## config.mk

```make
export PLATFORM = sky130hd
export DESIGN_NAME = tlv_chunk_deframer
export DESIGN_NICKNAME = d
export VERILOG_FILES = /design/src/hdl/tlvd_pkg.sv /design/src/hdl/tlvd_parser.sv /design/src/hdl/tlvd_fifo.sv /design/src/hdl/tlv_chunk_deframer.sv
export SDC_FILE = /design/constraint.sdc
export NUM_CORES = 1
export LEC_CHECK = 0
export BUFFER_PORTS_ARGS = -buffer_cell sky130_fd_sc_hd__buf_2
export CAP_MARGIN = 20
export CORE_MARGIN = 5
export CORE_UTILIZATION = 62
export DETAILED_ROUTE_END_ITERATION = 16
export PLACE_DENSITY_LB_ADDON = 0.1
export SLEW_MARGIN = 30
export SYNTH_ARGS = -nofsm -noshare
export SYNTH_HDL_FRONTEND = slang
export SYNTH_SLANG_ARGS = --single-unit
```

## constraint.sdc

```tcl
create_clock -name i_clk -period 7.6 [get_ports i_clk]
set_clock_uncertainty 0.15 [all_clocks]
set_input_delay 0.38 -clock i_clk [delete_from_list [all_inputs] [get_ports i_clk]]
set_output_delay 0.38 -clock i_clk [all_outputs]
set_load 0.005 [all_outputs]
```

## src/hdl/tlvd_pkg.sv

```systemverilog
// Shared types and constants for the TLV chunk deframer.
// Holds the phase and result-kind codes, the result record and default sizes.
// Used by tlvd_parser, tlvd_fifo and tlv_chunk_deframer.
package tlvd_pkg;

    localparam int TAG_BYTES_DEF    = 4;
    localparam int HEADER_BYTES_DEF = 8;
    localparam int OFFSET_BITS_DEF  = 16;
    localparam int LEN_BYTES        = 4;   // header opens with a 32-bit LE length
    localparam int FIFO_DEPTH       = 4;

    typedef enum logic [1:0] {
        PH_IDLE    = 2'd0,
        PH_HEADER  = 2'd1,
        PH_PAYLOAD = 2'd2,
        PH_DROP    = 2'd3
    } t_phase;

    typedef enum logic [1:0] {
        KIND_CHUNK   = 2'd0,
        KIND_OK      = 2'd1,
        KIND_TRUNC   = 2'd2,
        KIND_OVERRUN = 2'd3
    } t_kind;

    typedef struct packed {
        t_kind       kind;
        logic [31:0] tag;
        logic [15:0] offset;
        logic [31:0] length;
        logic [15:0] avail;
        logic        last;
    } t_result;

endpackage

```

## src/hdl/tlvd_parser.sv

```systemverilog
// Per-byte chunk walker of the TLV deframer: packet state plus the decode of one byte.
// Produces up to two result records for each accepted byte.
// Depends on tlvd_pkg.
module tlvd_parser #(
    parameter int TAG_BYTES    = tlvd_pkg::TAG_BYTES_DEF,
    parameter int HEADER_BYTES = tlvd_pkg::HEADER_BYTES_DEF,
    parameter int OFFSET_BITS  = tlvd_pkg::OFFSET_BITS_DEF
) (
    input  logic              i_clk,
    input  logic              i_rst_n,
    input  logic              i_valid,
    input  logic              i_sop,
    input  logic [15:0]       i_plen,
    input  logic [7:0]        i_byte,
    output tlvd_pkg::t_result o_res0,
    output tlvd_pkg::t_result o_res1,
    output logic [1:0]        o_count
);
    import tlvd_pkg::*;

    t_phase                 r_phase, n_phase, e_phase;
    logic [15:0]            r_bl, n_bl, e_bl;
    logic [2:0]             r_hc, n_hc, e_hc;
    logic [31:0]            r_lg, n_lg, e_lg;
    logic [31:0]            r_tg, n_tg, e_tg;
    logic [15:0]            r_pl, n_pl, e_pl;
    logic [OFFSET_BITS-1:0] r_pos, n_pos, e_pos;
    logic [OFFSET_BITS-1:0] r_cs, n_cs, e_cs;

    logic                   empty_start;
    logic [15:0]            step_bl;
    logic [15:0]            step_pl;
    logic [OFFSET_BITS-1:0] step_pos;
    logic [OFFSET_BITS-1:0] cs_new;
    logic [31:0]            cs_wide;
    logic [31:0]            lg_new;
    logic [31:0]            tg_new;
    logic                   in_hdr;
    logic                   trunc;
    logic                   hdr_done;
    logic                   overrun;

    // A start resets the walk before the byte itself is handled.
    assign empty_start = i_sop && (i_plen == 16'd0);

    always_comb begin
        e_phase = r_phase;
        e_bl    = r_bl;
        e_hc    = r_hc;
        e_lg    = r_lg;
        e_tg    = r_tg;
        e_pl    = r_pl;
        e_pos   = r_pos;
        e_cs    = r_cs;
        if (i_sop) begin
            e_phase = empty_start ? PH_IDLE : PH_HEADER;
            e_bl    = i_plen;
            e_hc    = '0;
            e_lg    = '0;
            e_tg    = '0;
            e_pl    = '0;
            e_pos   = '0;
            e_cs    = '0;
        end
    end

    assign step_bl  = e_bl - 16'd1;
    assign step_pl  = e_pl - 16'd1;
    assign step_pos = e_pos + OFFSET_BITS'(1);
    assign in_hdr   = (e_phase == PH_HEADER);
    assign trunc    = in_hdr && (e_hc == 3'd0) && (e_bl < 16'(HEADER_BYTES));
    assign cs_new   = (e_hc == 3'd0) ? e_pos : e_cs;
    assign cs_wide  = 32'(cs_new);

    // Steer the byte into its lane of the length or the tag.
    always_comb begin
        lg_new = e_lg;
        tg_new = e_tg;
        for (int k = 0; k < LEN_BYTES; k++) begin
            if (e_hc == 3'(k)) begin
                lg_new[8*k +: 8] = e_lg[8*k +: 8] | i_byte;
            end
        end
        for (int k = 0; k < TAG_BYTES; k++) begin
            if (e_hc == 3'(LEN_BYTES + k)) begin
                tg_new[8*k +: 8] = e_tg[8*k +: 8] | i_byte;
            end
        end
    end

    assign hdr_done = in_hdr && !trunc && (({1'b0, e_hc} + 4'd1) >= 4'(HEADER_BYTES));
    assign overrun  = hdr_done && (lg_new > {16'd0, step_bl});

    // Next state
    always_comb begin
        n_phase = e_phase;
        n_bl    = e_bl;
        n_hc    = e_hc;
        n_lg    = e_lg;
        n_tg    = e_tg;
        n_pl    = e_pl;
        n_pos   = e_pos;
        n_cs    = e_cs;
        case (e_phase)
            PH_DROP: begin
                n_bl  = step_bl;
                n_pos = step_pos;
                if (step_bl == 16'd0) begin
                    n_phase = PH_IDLE;
                end
            end
            PH_HEADER: begin
                n_bl  = step_bl;
                n_pos = step_pos;
                n_cs  = cs_new;
                if (trunc) begin
                    n_phase = (step_bl == 16'd0) ? PH_IDLE : PH_DROP;
                end else begin
                    n_lg = lg_new;
                    n_tg = tg_new;
                    n_hc = e_hc + 3'd1;
                    if (hdr_done) begin
                        if (overrun) begin
                            n_phase = (step_bl == 16'd0) ? PH_IDLE : PH_DROP;
                        end else begin
                            n_pl = lg_new[15:0];
                            if (lg_new[15:0] != 16'd0) begin
                                n_phase = PH_PAYLOAD;
                            end else if (step_bl == 16'd0) begin
                                n_phase = PH_IDLE;
                            end else begin
                                n_hc = '0;
                                n_lg = '0;
                                n_tg = '0;
                            end
                        end
                    end
                end
            end
            PH_PAYLOAD: begin
                n_pl  = step_pl;
                n_bl  = step_bl;
                n_pos = step_pos;
                if (step_pl == 16'd0) begin
                    if (step_bl == 16'd0) begin
                        n_phase = PH_IDLE;
                    end else begin
                        n_phase = PH_HEADER;
                        n_hc    = '0;
                        n_lg    = '0;
                        n_tg    = '0;
                    end
                end
            end
            default: begin
            end
        endcase
    end

    // Results
    always_comb begin
        o_res0  = '0;
        o_res1  = '0;
        o_count = 2'd0;
        if (empty_start) begin
            o_res0.kind = KIND_OK;
            o_res0.last = 1'b1;
            o_count     = 2'd1;
        end else begin
            case (e_phase)
                PH_HEADER: begin
                    if (trunc) begin
                        o_res0.kind   = KIND_TRUNC;
                        o_res0.offset = cs_wide[15:0];
                        o_res0.avail  = e_bl;
                        o_res0.last   = 1'b1;
                        o_count       = 2'd1;
                    end else if (hdr_done) begin
                        o_res0.tag    = tg_new;
                        o_res0.offset = cs_wide[15:0];
                        o_res0.length = lg_new;
                        if (overrun) begin
                            o_res0.kind  = KIND_OVERRUN;
                            o_res0.avail = step_bl;
                            o_res0.last  = 1'b1;
                            o_count      = 2'd1;
                        end else if ((lg_new[15:0] == 16'd0) && (step_bl == 16'd0)) begin
                            o_res0.kind = KIND_CHUNK;
                            o_res1.kind = KIND_OK;
                            o_res1.last = 1'b1;
                            o_count     = 2'd2;
                        end else begin
                            o_res0.kind = KIND_CHUNK;
                            o_res0.last = 1'b1;
                            o_count     = 2'd1;
                        end
                    end
                end
                PH_PAYLOAD: begin
                    if ((step_pl == 16'd0) && (step_bl == 16'd0)) begin
                        o_res0.kind = KIND_OK;
                        o_res0.last = 1'b1;
                        o_count     = 2'd1;
                    end
                end
                default: begin
                end
            endcase
        end
    end

    always_ff @(posedge i_clk) begin
        if (!i_rst_n) begin
            r_phase <= PH_IDLE;
            r_bl    <= '0;
            r_hc    <= '0;
            r_lg    <= '0;
            r_tg    <= '0;
            r_pl    <= '0;
            r_pos   <= '0;
            r_cs    <= '0;
        end else if (i_valid) begin
            r_phase <= n_phase;
            r_bl    <= n_bl;
            r_hc    <= n_hc;
            r_lg    <= n_lg;
            r_tg    <= n_tg;
            r_pl    <= n_pl;
            r_pos   <= n_pos;
            r_cs    <= n_cs;
        end
    end

    a_idle_empty: assert property (@(posedge i_clk) disable iff (!i_rst_n)
        (r_phase == PH_IDLE) |-> (r_bl == 16'd0))
        else $error("idle with packet bytes still counted");

    a_hdr_count: assert property (@(posedge i_clk) disable iff (!i_rst_n)
        (r_phase == PH_HEADER) |-> ({1'b0, r_hc} < 4'(HEADER_BYTES)))
        else $error("header byte count past header size");

    a_pair_ok: assert property (@(posedge i_clk) disable iff (!i_rst_n)
        (o_count == 2'd2) |-> ((o_res1.kind == KIND_OK) && !o_res0.last
                               && (o_res0.kind == KIND_CHUNK)))
        else $error("second result is not a packet-ok after a chunk");

    a_count_range: assert property (@(posedge i_clk) disable iff (!i_rst_n)
        (o_count != 2'd3))
        else $error("more than two results for one byte");

endmodule

```

## src/hdl/tlvd_fifo.sv

```systemverilog
// Small result queue of the TLV deframer: takes up to two records per cycle, gives one.
// Separates the byte input from a stalled result receiver.
// Depends on tlvd_pkg.
module tlvd_fifo (
    input  logic              i_clk,
    input  logic              i_rst_n,
    input  logic [1:0]        i_push_cnt,
    input  tlvd_pkg::t_result i_res0,
    input  tlvd_pkg::t_result i_res1,
    output logic              o_ready,
    output logic              o_valid,
    output tlvd_pkg::t_result o_res,
    input  logic              i_pop
);
    import tlvd_pkg::*;

    localparam int PW = $clog2(FIFO_DEPTH);
    localparam int CW = $clog2(FIFO_DEPTH + 1);

    t_result       r_mem [FIFO_DEPTH];
    logic [PW-1:0] r_wr_ptr, n_wr_ptr;
    logic [PW-1:0] r_rd_ptr, n_rd_ptr;
    logic [CW-1:0] r_count, n_count;
    logic          pop;

    // Room for a full pair of results keeps the input side free of the output.
    assign o_ready  = (r_count <= CW'(FIFO_DEPTH - 2));
    assign o_valid  = (r_count != '0);
    assign o_res    = r_mem[r_rd_ptr];
    assign pop      = o_valid && i_pop;
    assign n_wr_ptr = r_wr_ptr + PW'(i_push_cnt);
    assign n_rd_ptr = r_rd_ptr + PW'(pop);
    assign n_count  = r_count + CW'(i_push_cnt) - CW'(pop);

    always_ff @(posedge i_clk) begin
        if (i_push_cnt != 2'd0) begin
            r_mem[r_wr_ptr] <= i_res0;
        end
        if (i_push_cnt == 2'd2) begin
            r_mem[r_wr_ptr + PW'(1)] <= i_res1;
        end
    end

    always_ff @(posedge i_clk) begin
        if (!i_rst_n) begin
            r_wr_ptr <= '0;
            r_rd_ptr <= '0;
            r_count  <= '0;
        end else begin
            r_wr_ptr <= n_wr_ptr;
            r_rd_ptr <= n_rd_ptr;
            r_count  <= n_count;
        end
    end

    a_no_overflow: assert property (@(posedge i_clk) disable iff (!i_rst_n)
        (i_push_cnt != 2'd0) |-> o_ready)
        else $error("results pushed without room");

    a_count_bound: assert property (@(posedge i_clk) disable iff (!i_rst_n)
        r_count <= CW'(FIFO_DEPTH))
        else $error("queue count above depth");

    a_ptr_track: assert property (@(posedge i_clk) disable iff (!i_rst_n)
        (r_count == '0) |-> (r_wr_ptr == r_rd_ptr))
        else $error("pointers differ on an empty queue");

endmodule

```

## src/hdl/tlv_chunk_deframer.sv

```systemverilog
// TLV chunk deframer: walks a byte stream of length-tagged chunks.
// Slave stream: one packet byte per word; tuser = start_of_packet, tdata bits
// 15:0 = packet_length (read only on a start), bits 23:16 = data_byte.
// Master stream: one result per word; tuser = result_kind (chunk found, packet
// ok, truncated header, payload overrun), tlast = last result of the byte,
// tdata = chunk_tag, chunk_offset, declared_length, bytes_available.
// Each chunk header is a 32-bit little-endian length and a tag; after each
// header a descriptor is sent and the payload is skipped. A malformed packet is
// reported once and the rest of it is dropped.
// Throughput: one byte per cycle while o_s_tready is high. A byte is decoded in the
// cycle it is taken and its results are registered into a four-entry queue that drives o_m_tvalid.
// A byte can yield two results (a zero-length chunk closing the packet), and
// the output gives one per cycle while i_m_tready is high, so the queue's free space sets o_s_tready.
// Reset (i_rst_n low, synchronous) empties the queue and returns to idle.
// When the receiver stalls, results wait in the queue; once fewer than two
// slots are free, o_s_tready drops until words are taken.
// Depends on tlvd_pkg, tlvd_parser and tlvd_fifo.
module tlv_chunk_deframer #(
    parameter int TAG_BYTES    = tlvd_pkg::TAG_BYTES_DEF,
    parameter int HEADER_BYTES = tlvd_pkg::HEADER_BYTES_DEF,
    parameter int OFFSET_BITS  = tlvd_pkg::OFFSET_BITS_DEF
) (
    input  logic        i_clk,
    input  logic        i_rst_n,
    input  logic        i_s_tvalid,
    output logic        o_s_tready,
    input  logic [23:0] i_s_tdata,   // packet_length[15:0], data_byte[23:16]
    input  logic        i_s_tuser,   // start_of_packet
    output logic        o_m_tvalid,
    input  logic        i_m_tready,
    output logic [95:0] o_m_tdata,   // chunk_tag[31:0], chunk_offset[47:32],
                                     // declared_length[79:48], bytes_available[95:80]
    output logic [1:0]  o_m_tuser,   // result_kind
    output logic        o_m_tlast    // last_result
);
    import tlvd_pkg::*;

    logic       accept;
    t_result    res0, res1, head;
    logic [1:0] res_cnt;
    logic [1:0] push_cnt;

    assign accept   = i_s_tvalid && o_s_tready;
    assign push_cnt = accept ? res_cnt : 2'd0;

    tlvd_parser #(
        .TAG_BYTES    (TAG_BYTES),
        .HEADER_BYTES (HEADER_BYTES),
        .OFFSET_BITS  (OFFSET_BITS)
    ) u_parser (
        .i_clk   (i_clk),
        .i_rst_n (i_rst_n),
        .i_valid (accept),
        .i_sop   (i_s_tuser),
        .i_plen  (i_s_tdata[15:0]),
        .i_byte  (i_s_tdata[23:16]),
        .o_res0  (res0),
        .o_res1  (res1),
        .o_count (res_cnt)
    );

    tlvd_fifo u_fifo (
        .i_clk      (i_clk),
        .i_rst_n    (i_rst_n),
        .i_push_cnt (push_cnt),
        .i_res0     (res0),
        .i_res1     (res1),
        .o_ready    (o_s_tready),
        .o_valid    (o_m_tvalid),
        .o_res      (head),
        .i_pop      (i_m_tready)
    );

    assign o_m_tdata = {head.avail, head.length, head.offset, head.tag};
    assign o_m_tuser = head.kind;
    assign o_m_tlast = head.last;

endmodule

```

==> results of run 1 <==
[power breakdown]
| part | internal [mW] | switching (mW) | leakage (nW) |
|---|---|---|---|
| Clock | 1.61 | 1.14 | 0.910 |
| Combinational | 0.350 | 0.607 | 7.32 |
| Sequential | 2.85 | 0.0886 | 4.32 |
[what timing repair did]
| action | in CTS | in global routing |
|---|---|---|
| setup buffers | 0 | 0 |
| hold buffers | 5 | 0 |
| endpoints found under the hold margin | 5 | 0 |
[cells in the final DEF (no fill, tap or decap), types with 16 or more instances in the layout]
cell,synthesis,final
buf_4,19,47
ha_1,36,36
a22o_1,21,21
nand3_1,29,29
nand2_1,525,523
dfxtp_1,528,526
clkbuf_16,0,54
a32o_1,20,20
xnor2_1,20,20
nor4_1,20,20
inv_1,34,34
mux4_2,99,99
clkbuf_8,0,17
and2_1,26,22
o21ai_0,107,107
a22oi_1,43,43
and3_1,35,33
buf_2,39,128
a31oi_1,16,16
nor3_1,25,24
a21oi_1,281,281
mux2i_1,233,233
nor2_1,370,369
nand4_1,16,16
[metrics by stage]
stage               util, %  hold WS (ps)  worst slack (ps)  total power, mW
floorplan                 -           270              1180             3.64
global placement       65.0           284              1130             3.91
detailed placement     65.0           290              1010             3.94
CTS                    69.6          69.9              1450             6.65
global route           69.6          96.2              1100             6.87
finish                 69.6          93.0              1280             6.65
[tightest hold or removal path: stages]
cell and delay [ps]:
buf_2 130, o31a_1 140, o221a_2 170
[cell type report]
type / instances / share of cell area, %
Tap cell: 532 / 2.33
Multi-Input combinational cell: 2118 / 48.4
Timing Repair Buffer: 192 / 4.49
Clock inverter: 15 / 0.718
Sequential cell: 536 / 37.9
Clock buffer: 82 / 5.70
Inverter: 36 / 0.473
[cell families (layout without fill, tap and decap cells)]
group                      count (synthesis)  in the layout
xor gates and xnor gates                  28             28
buffers and inverters                    271            325
muxes                                    336            336
and+or+nand+nor                         1133           1133
adders and majority gates                 37             37
DFF                                      536            536
AOI/OAI and AO/OA                        584            584
[how the worst min path moves through the flow]
stage | from | end | slack (ps) | cells after the start
after global placement | u_fifo.r_mem[2][37]$_SDFFE_PP0P_ | u_fifo.r_mem[2][37]$_SDFFE_PP0P_ | 280 | 2
after global routing | i_s_tdata[17] | u_parser.r_lg[1]$_SDFFE_PN0P_ | 100 | 2
after detailed placement | u_fifo.r_mem[2][11]$_SDFFE_PP0P_ | u_fifo.r_mem[2][11]$_SDFFE_PP0P_ | 290 | 2
after floorplan | u_parser.r_lg[0]$_SDFFE_PN0P_ | u_parser.r_lg[0]$_SDFFE_PN0P_ | 270 | 2
after CTS | i_s_tdata[6] | u_parser.r_bl[6]$_SDFFE_PN0P_ | 70 | 3
final | i_s_tdata[6] | u_parser.r_bl[6]$_SDFFE_PN0P_ | 90 | 3
[state kept, by name, summed over array words and instances (netlist names)]
signal	cells
u_parser.r_pos	16
u_parser.r_phase	2
u_parser.r_pl	16
u_fifo.r_mem	396
u_fifo.r_wr_ptr	2
u_parser.r_bl	16
u_parser.r_cs	16
u_parser.r_hc	3
u_parser.r_lg	32
u_parser.r_tg	32
u_fifo.r_count	3
u_fifo.r_rd_ptr	2
[routing by layer]
layer / track usage (%) / wire (um) / vias up / share of wire, %
li1: - / - / 10300 / -
met1: 42.1 / 32000 / 11100 / 41
met4: 12.8 / 2730 / 2 / 3.5
met2: 55.2 / 37600 / 982 / 48
met5: 0 / 10 / - / 0.013
met3: 4.46 / 5340 / 206 / 6.9
==> out/results.txt, run 1 <==
Outcome = completed
Critical Path Start = u_parser.r_bl[0]$_SDFFE_PN0P_
PortBufs = 129
Post-Synthesis Cells = 2,925
DP Wirelength = 49.6 mm
Fin nets = 3,004
Synth cell count leaders = dfxtp_1, nand2_1, nor2_1
Seq cells post-synth = 536
Area Growth Syn to Fin = 10.7%
Reg-to-Reg Start = u_parser.r_bl[0]$_SDFFE_PN0P_
Clk buf depth = 3
Crit path buf inv count = 3
Die Ht = 214 um
Post-synth EDFFs = 8
All-layer global routing usage = 32.4%
Post-route ant nets = 0
Clock latency at the later pin of the worst-skew pair = 630 ps
Mapped cell area = 25,800 um^2
CP required = 7940 ps
Top-count cell post-synth = dfxtp_1
FP Rows = 74
Slew HR = 34.0%
Setup tns final = 0 ps
TritonCTS Buffers = 54
Min-Delay Path Class = input pin to register
Levels on crit path = 19
Full die area = 45,800 um^2
Multi-input gate area = 13,800 um^2
Cell Chain, Critical Path = mux2i_1, ha_1, nor4b_1, or2_2, nand3_1, xor2_1, inv_1, ha_1, nand4_1, inv_1, a221o_1, o31a_1, or4_1, o21ai_0, a221o_1, nand2_8, buf_4, mux2i_1, nor2_1
DR pass1 iterations = 8
Synth Area in XOR/XNOR = 0.980%
Residual DRC count = 0
Register-to-register setup slack = 1280 ps
Initial Util = 62.9%
Main combinational cell family by area after synthesis = simple AND/OR/NAND/NOR gates
Simple-Gate Fraction of Synth Area = 19.0%
Critical path's top delay family = simple AND/OR/NAND/NOR gates
Initial antenna violation count = 1
Post-route cell area = 28,600 um^2
Yosys top cell by area = dfxtp_1
Synth Area in Adders = 1.82%
Synth top area cells = dfxtp_1, mux2i_1, mux4_2, nand2_1, a21oi_1
CTS resizes = 0
Std-Cell Core Area = 41,000 um^2
Fin. Hold Viols = 0
Finish-stage setup viols = 0
R2R cell count = 19
Critical Path Start Type = register
Starting DRT DRC Count = 2,180
Post-Place Cells = 3,409
DR vias = 22,600
H-tree depth = 2
F_max = 158 MHz
Leading register cell type out of synthesis = dfxtp_1
Ys Warns = 0
DIE WIDTH = 214 um
Max-Cap Viols = 0
Number of global-route vias before repair = 22,200
Vias per inst = 6.44
Clock Sinks = 536
Post-Layout Cell Count = 3,511
Register area share after synthesis = 41.9%
Layout cells sized above 1 = 13.8%
Post-Syn Nets = 2,991
Final Cycle Share = 83.2%
Crit path max-delay cell type = or4_1
N_diodes = 0
Setup CP Type = register to register
Max incr delay on CP = 590 ps
Proportion of synthesized area in mux cells = 17.9%
FF-to-FF End = u_fifo.r_mem[0][34]$_SDFFE_PP0P_
Placed Area = 26,700 um^2
Worst EP arrival = 6670 ps
Wirelength per Cell = 22.1 um
Routed WL = 77.7 mm
TritonCTS clock tree = yes
Pin count of the biggest net entering global routing = 70
Grt ovf = 0
Lkg Pwr = 12.6 nW
Clock transition at path regs = 60 ps
I/O pin cnt = 130
Top-area cell type share of the netlist area = 41.0%
Min Tclk post-route = 6320 ps
Critical Path End Type = register
Tightest Pin Transition = 990 ps
Mean Syn Cell Area = 8.82 um^2
IR drop worst, VDD = 0.193 mV
Slew Viols, Final = 0
Async SR Flop Fraction = 0%
Fill count = 3,250
PD cells = 233 nW/um^2
Root Buffer = clkbuf_16
Crit path capture = u_fifo.r_mem[0][34]$_SDFFE_PP0P_
First-pass GRT wire length = 122 mm
FF+latch area = 10,800 um^2
Synth Area in Compound Gates = 13.6%
Final GP Congestion = 0.945
Crit-path max FO = 49
RSZ-0062 raised after global routing = false
Distinct cell type count after synthesis = 85
No activity file was read; power rests on OpenSTA's default activity.
==> run 2: changes to the inputs <==
==> constraint.sdc (replaced) <==
create_clock -name i_clk -period 6.45 [get_ports i_clk]
set_clock_uncertainty 0.15 [all_clocks]
set_input_delay 0.3225 -clock i_clk [delete_from_list [all_inputs] [get_ports i_clk]]
set_output_delay 0.3225 -clock i_clk [all_outputs]
set_load 0.005 [all_outputs]
==> run 2 against run 1 <==
  * Count of clock-buffer cells in the layout shrank 12
  * Maximum frequency grew 4.9%
  * Register-to-register slack lost 860 ps
  * First-iteration DRC count grew 6.9%
  * Total power grew 17%
  * Sequential share of layout area is essentially flat
  * Flip-flop and latch count is the same
  * Worst hold slack lost 48 ps
  * Final area grew 0.12%
  * Critical path depth is the same
  * Sequential power grew 19%
  * Largest cell class unchanged
==> out/results.txt, run 2 (synthesized netlist as in run 1, its figures left out) <==
Outcome = completed
Final Cycle Share = 93.5% (+10 points)
All-layer global routing usage = 32.4% (-0.041 points)
Lkg Pwr = 12.6 nW (+0.28%)
Critical Path Start Type = register
Initial Util = 62.9% (unchanged)
Clock latency at the later pin of the worst-skew pair = 610 ps (-20 ps)
Fin. Hold Viols = 0 (unchanged)
Setup WS pre-CTS = 326 ps (-683 ps)
Crit-path max FO = 54 (+10%)
DR vias = 22,500 (-0.43%)
Met2 WL = 37.9 mm (+0.75%)
F_max = 166 MHz (+4.9%)
Min Tclk post-route = 6030 ps (-294 ps)
Routed WL = 77.4 mm (-0.36%)
Max-Cap Viols = 0 (unchanged)
Fill count = 3,254 (+0.12%)
RSZ-0062 raised after global routing = false
Slew HR = 36.2% (+2.2 points)
Grt ovf = 0 (unchanged)
Setup CP Type = register to register
First-pass GRT wire length = 122 mm (-0.31%)
Clock transition at path regs = 60 ps (about the same)
Post-route cell area = 28,600 um^2 (+0.12%)
Cell Chain, Critical Path = or4_4, a222oi_1, buf_4, or3b_1, nor2_1, o211ai_1, xnor2_1, ha_1, nand4_1, inv_1, a221o_1, o31a_1, nor4_1, nand2b_1, a221o_2, and2_4, buf_4, nand2_1, a21oi_1
Multi-input gate area = 13,800 um^2 (unchanged)
Most common cell after layout, fill and taps aside = dfxtp_1
Std-Cell Core Area = 41,000 um^2 (unchanged)
H-tree depth = 2 (unchanged)
Met3 wire length = 5.80 mm (+8.6%)
Post-CTS Setup Bufs = 0 (unchanged)
DR pass1 iterations = 8 (unchanged)
Full die area = 45,800 um^2 (unchanged)
Fin worst setup slack = 420 ps (-856 ps)
Crit path max-delay cell type = and2_4
Post-route ant nets = 0 (unchanged)
PD cells = 272 nW/um^2 (+17%)
Starting DRT DRC Count = 2,330 (+6.9%)
Max incr delay on CP = 660 ps (+70 ps)
Area Growth Syn to Fin = 10.8%
Min-Delay Path Class = input pin to register
TritonCTS clock tree = yes
Clk buf depth = 3 (unchanged)
Number of global-route vias before repair = 22,300 (+0.51%)
Tightest Pin Transition = 956 ps (-33.1 ps)
Residual DRC count = 0 (unchanged)
I/O pin cnt = 130 (unchanged)
Final GP Congestion = 0.997 (+5.6%)
Most frequent cells in the layout = dfxtp_1, nand2_1, nor2_1
Worst EP arrival = 6390 ps (-280 ps)
FP Rows = 74 (unchanged)
Clock Sinks = 536 (unchanged)
Setup tns final = 0 ps (unchanged)
Critical Path End Type = register
CP most frequent cell = buf_4
Wirelength per Cell = 22.0 um (-0.59%)
Root Buffer = clkbuf_16
TritonCTS Buffers = 53 (-1.9%)
Largest registers = u_fifo.r_mem: 396 flops, u_parser.r_lg: 32 flops, u_parser.r_tg: 32 flops
Final Power = 7.78 mW (+17%)
Reg with most FFs = u_fifo.r_mem
IR drop worst, VDD = 0.223 mV (+16%)
CP required = 6810 ps (-1130 ps)
FF+latch area = 10,800 um^2 (unchanged)
Vias per inst = 6.39 (-0.66%)
Max Used Layer = met4
Wl on met1 = 31.0 mm (-2.9%)
DP Wirelength = 49.2 mm (-0.78%)
Initial antenna violation count = 0 (-1)
Die Ht = 214 um (unchanged)
CTS resizes = 0 (unchanged)
PortBufs = 129 (unchanged)
Finish-stage setup viols = 0 (unchanged)
N_diodes = 0 (unchanged)
Placed Area = 26,800 um^2 (+0.36%)
Fin nets = 3,012 (+0.27%)
Pin count of the biggest net entering global routing = 98 (+40%)
Slew Viols, Final = 0 (unchanged)
Max FFs per register = 396 (unchanged)
Layout cells sized above 1 = 14.3% (+0.43 points)
DIE WIDTH = 214 um (unchanged)
==> run 2: power by group <==
part | leakage, nW | internal, mW | total [mW] | switching (mW)
Sequential | 4.32 | 3.36 | 3.49 | 0.130
Clock | 0.894 | 1.83 | 3.16 | 1.33
Combinational | 7.37 | 0.424 | 1.12 | 0.697
==> run 2: per-stage QoR <==
stage / std cells / util [%] / hold WS, ps
final: 3519 / 69.7 / 45.4
after global routing: 3519 / 69.7 / 29.8
after CTS: 3519 / 69.7 / 4.07
after detailed placement: 3418 / 65.3 / 291
after global placement: 3416 / 65.2 / 284
after floorplan: 2925 / - / 270
==> run 2: layer usage <==
layer	vias up	global-route usage (%)
met4	0	11.8
met3	169	4.31
met5	-	0
met2	1019	56.2
met1	11000	41.7
li1	10300	-
==> run 2: area by class of cell <==
class	count	area share, %
inverter	36	0.473
tap	532	2.33
clock buffer	70	5.25
timing repair buffer	201	4.82
multi-input combinational	2118	48.4
sequential	536	37.8
clock inverter	26	0.945
==> run 2: final timing paths <==
check                                                       from                                to  slack [ps]  depth (start not counted)
worst max-delay path               u_parser.r_bl[0]$_SDFFE_PN0P_  u_fifo.r_mem[2][32]$_SDFFE_PP0P_         420                         19
worst min-delay path                                   i_s_tuser     u_parser.r_bl[5]$_SDFFE_PN0P_          50                          3
worst max register to register     u_parser.r_bl[0]$_SDFFE_PN0P_  u_fifo.r_mem[2][32]$_SDFFE_PP0P_         420                         19
worst min register to register  u_fifo.r_mem[2][43]$_SDFFE_PP0P_  u_fifo.r_mem[2][43]$_SDFFE_PP0P_         300                          2
==> run 2: what timing repair did <==
action / in CTS / in global routing
setup endpoints to repair: 0 / 0
hold endpoints to repair: 5 / 0
hold buffers: 5 / 0
==> run 2: worst max-delay path: cells and delay by family, from the launching register on <==
family	cells	cell delay, ps
flip-flops	1	340
XOR/XNOR	1	350
AND/OR/NAND/NOR	8	2570
adder cells (fa/ha/maj)	1	320
AO/OA/AOI/OAI	6	1500
buffers and inverters	3	680
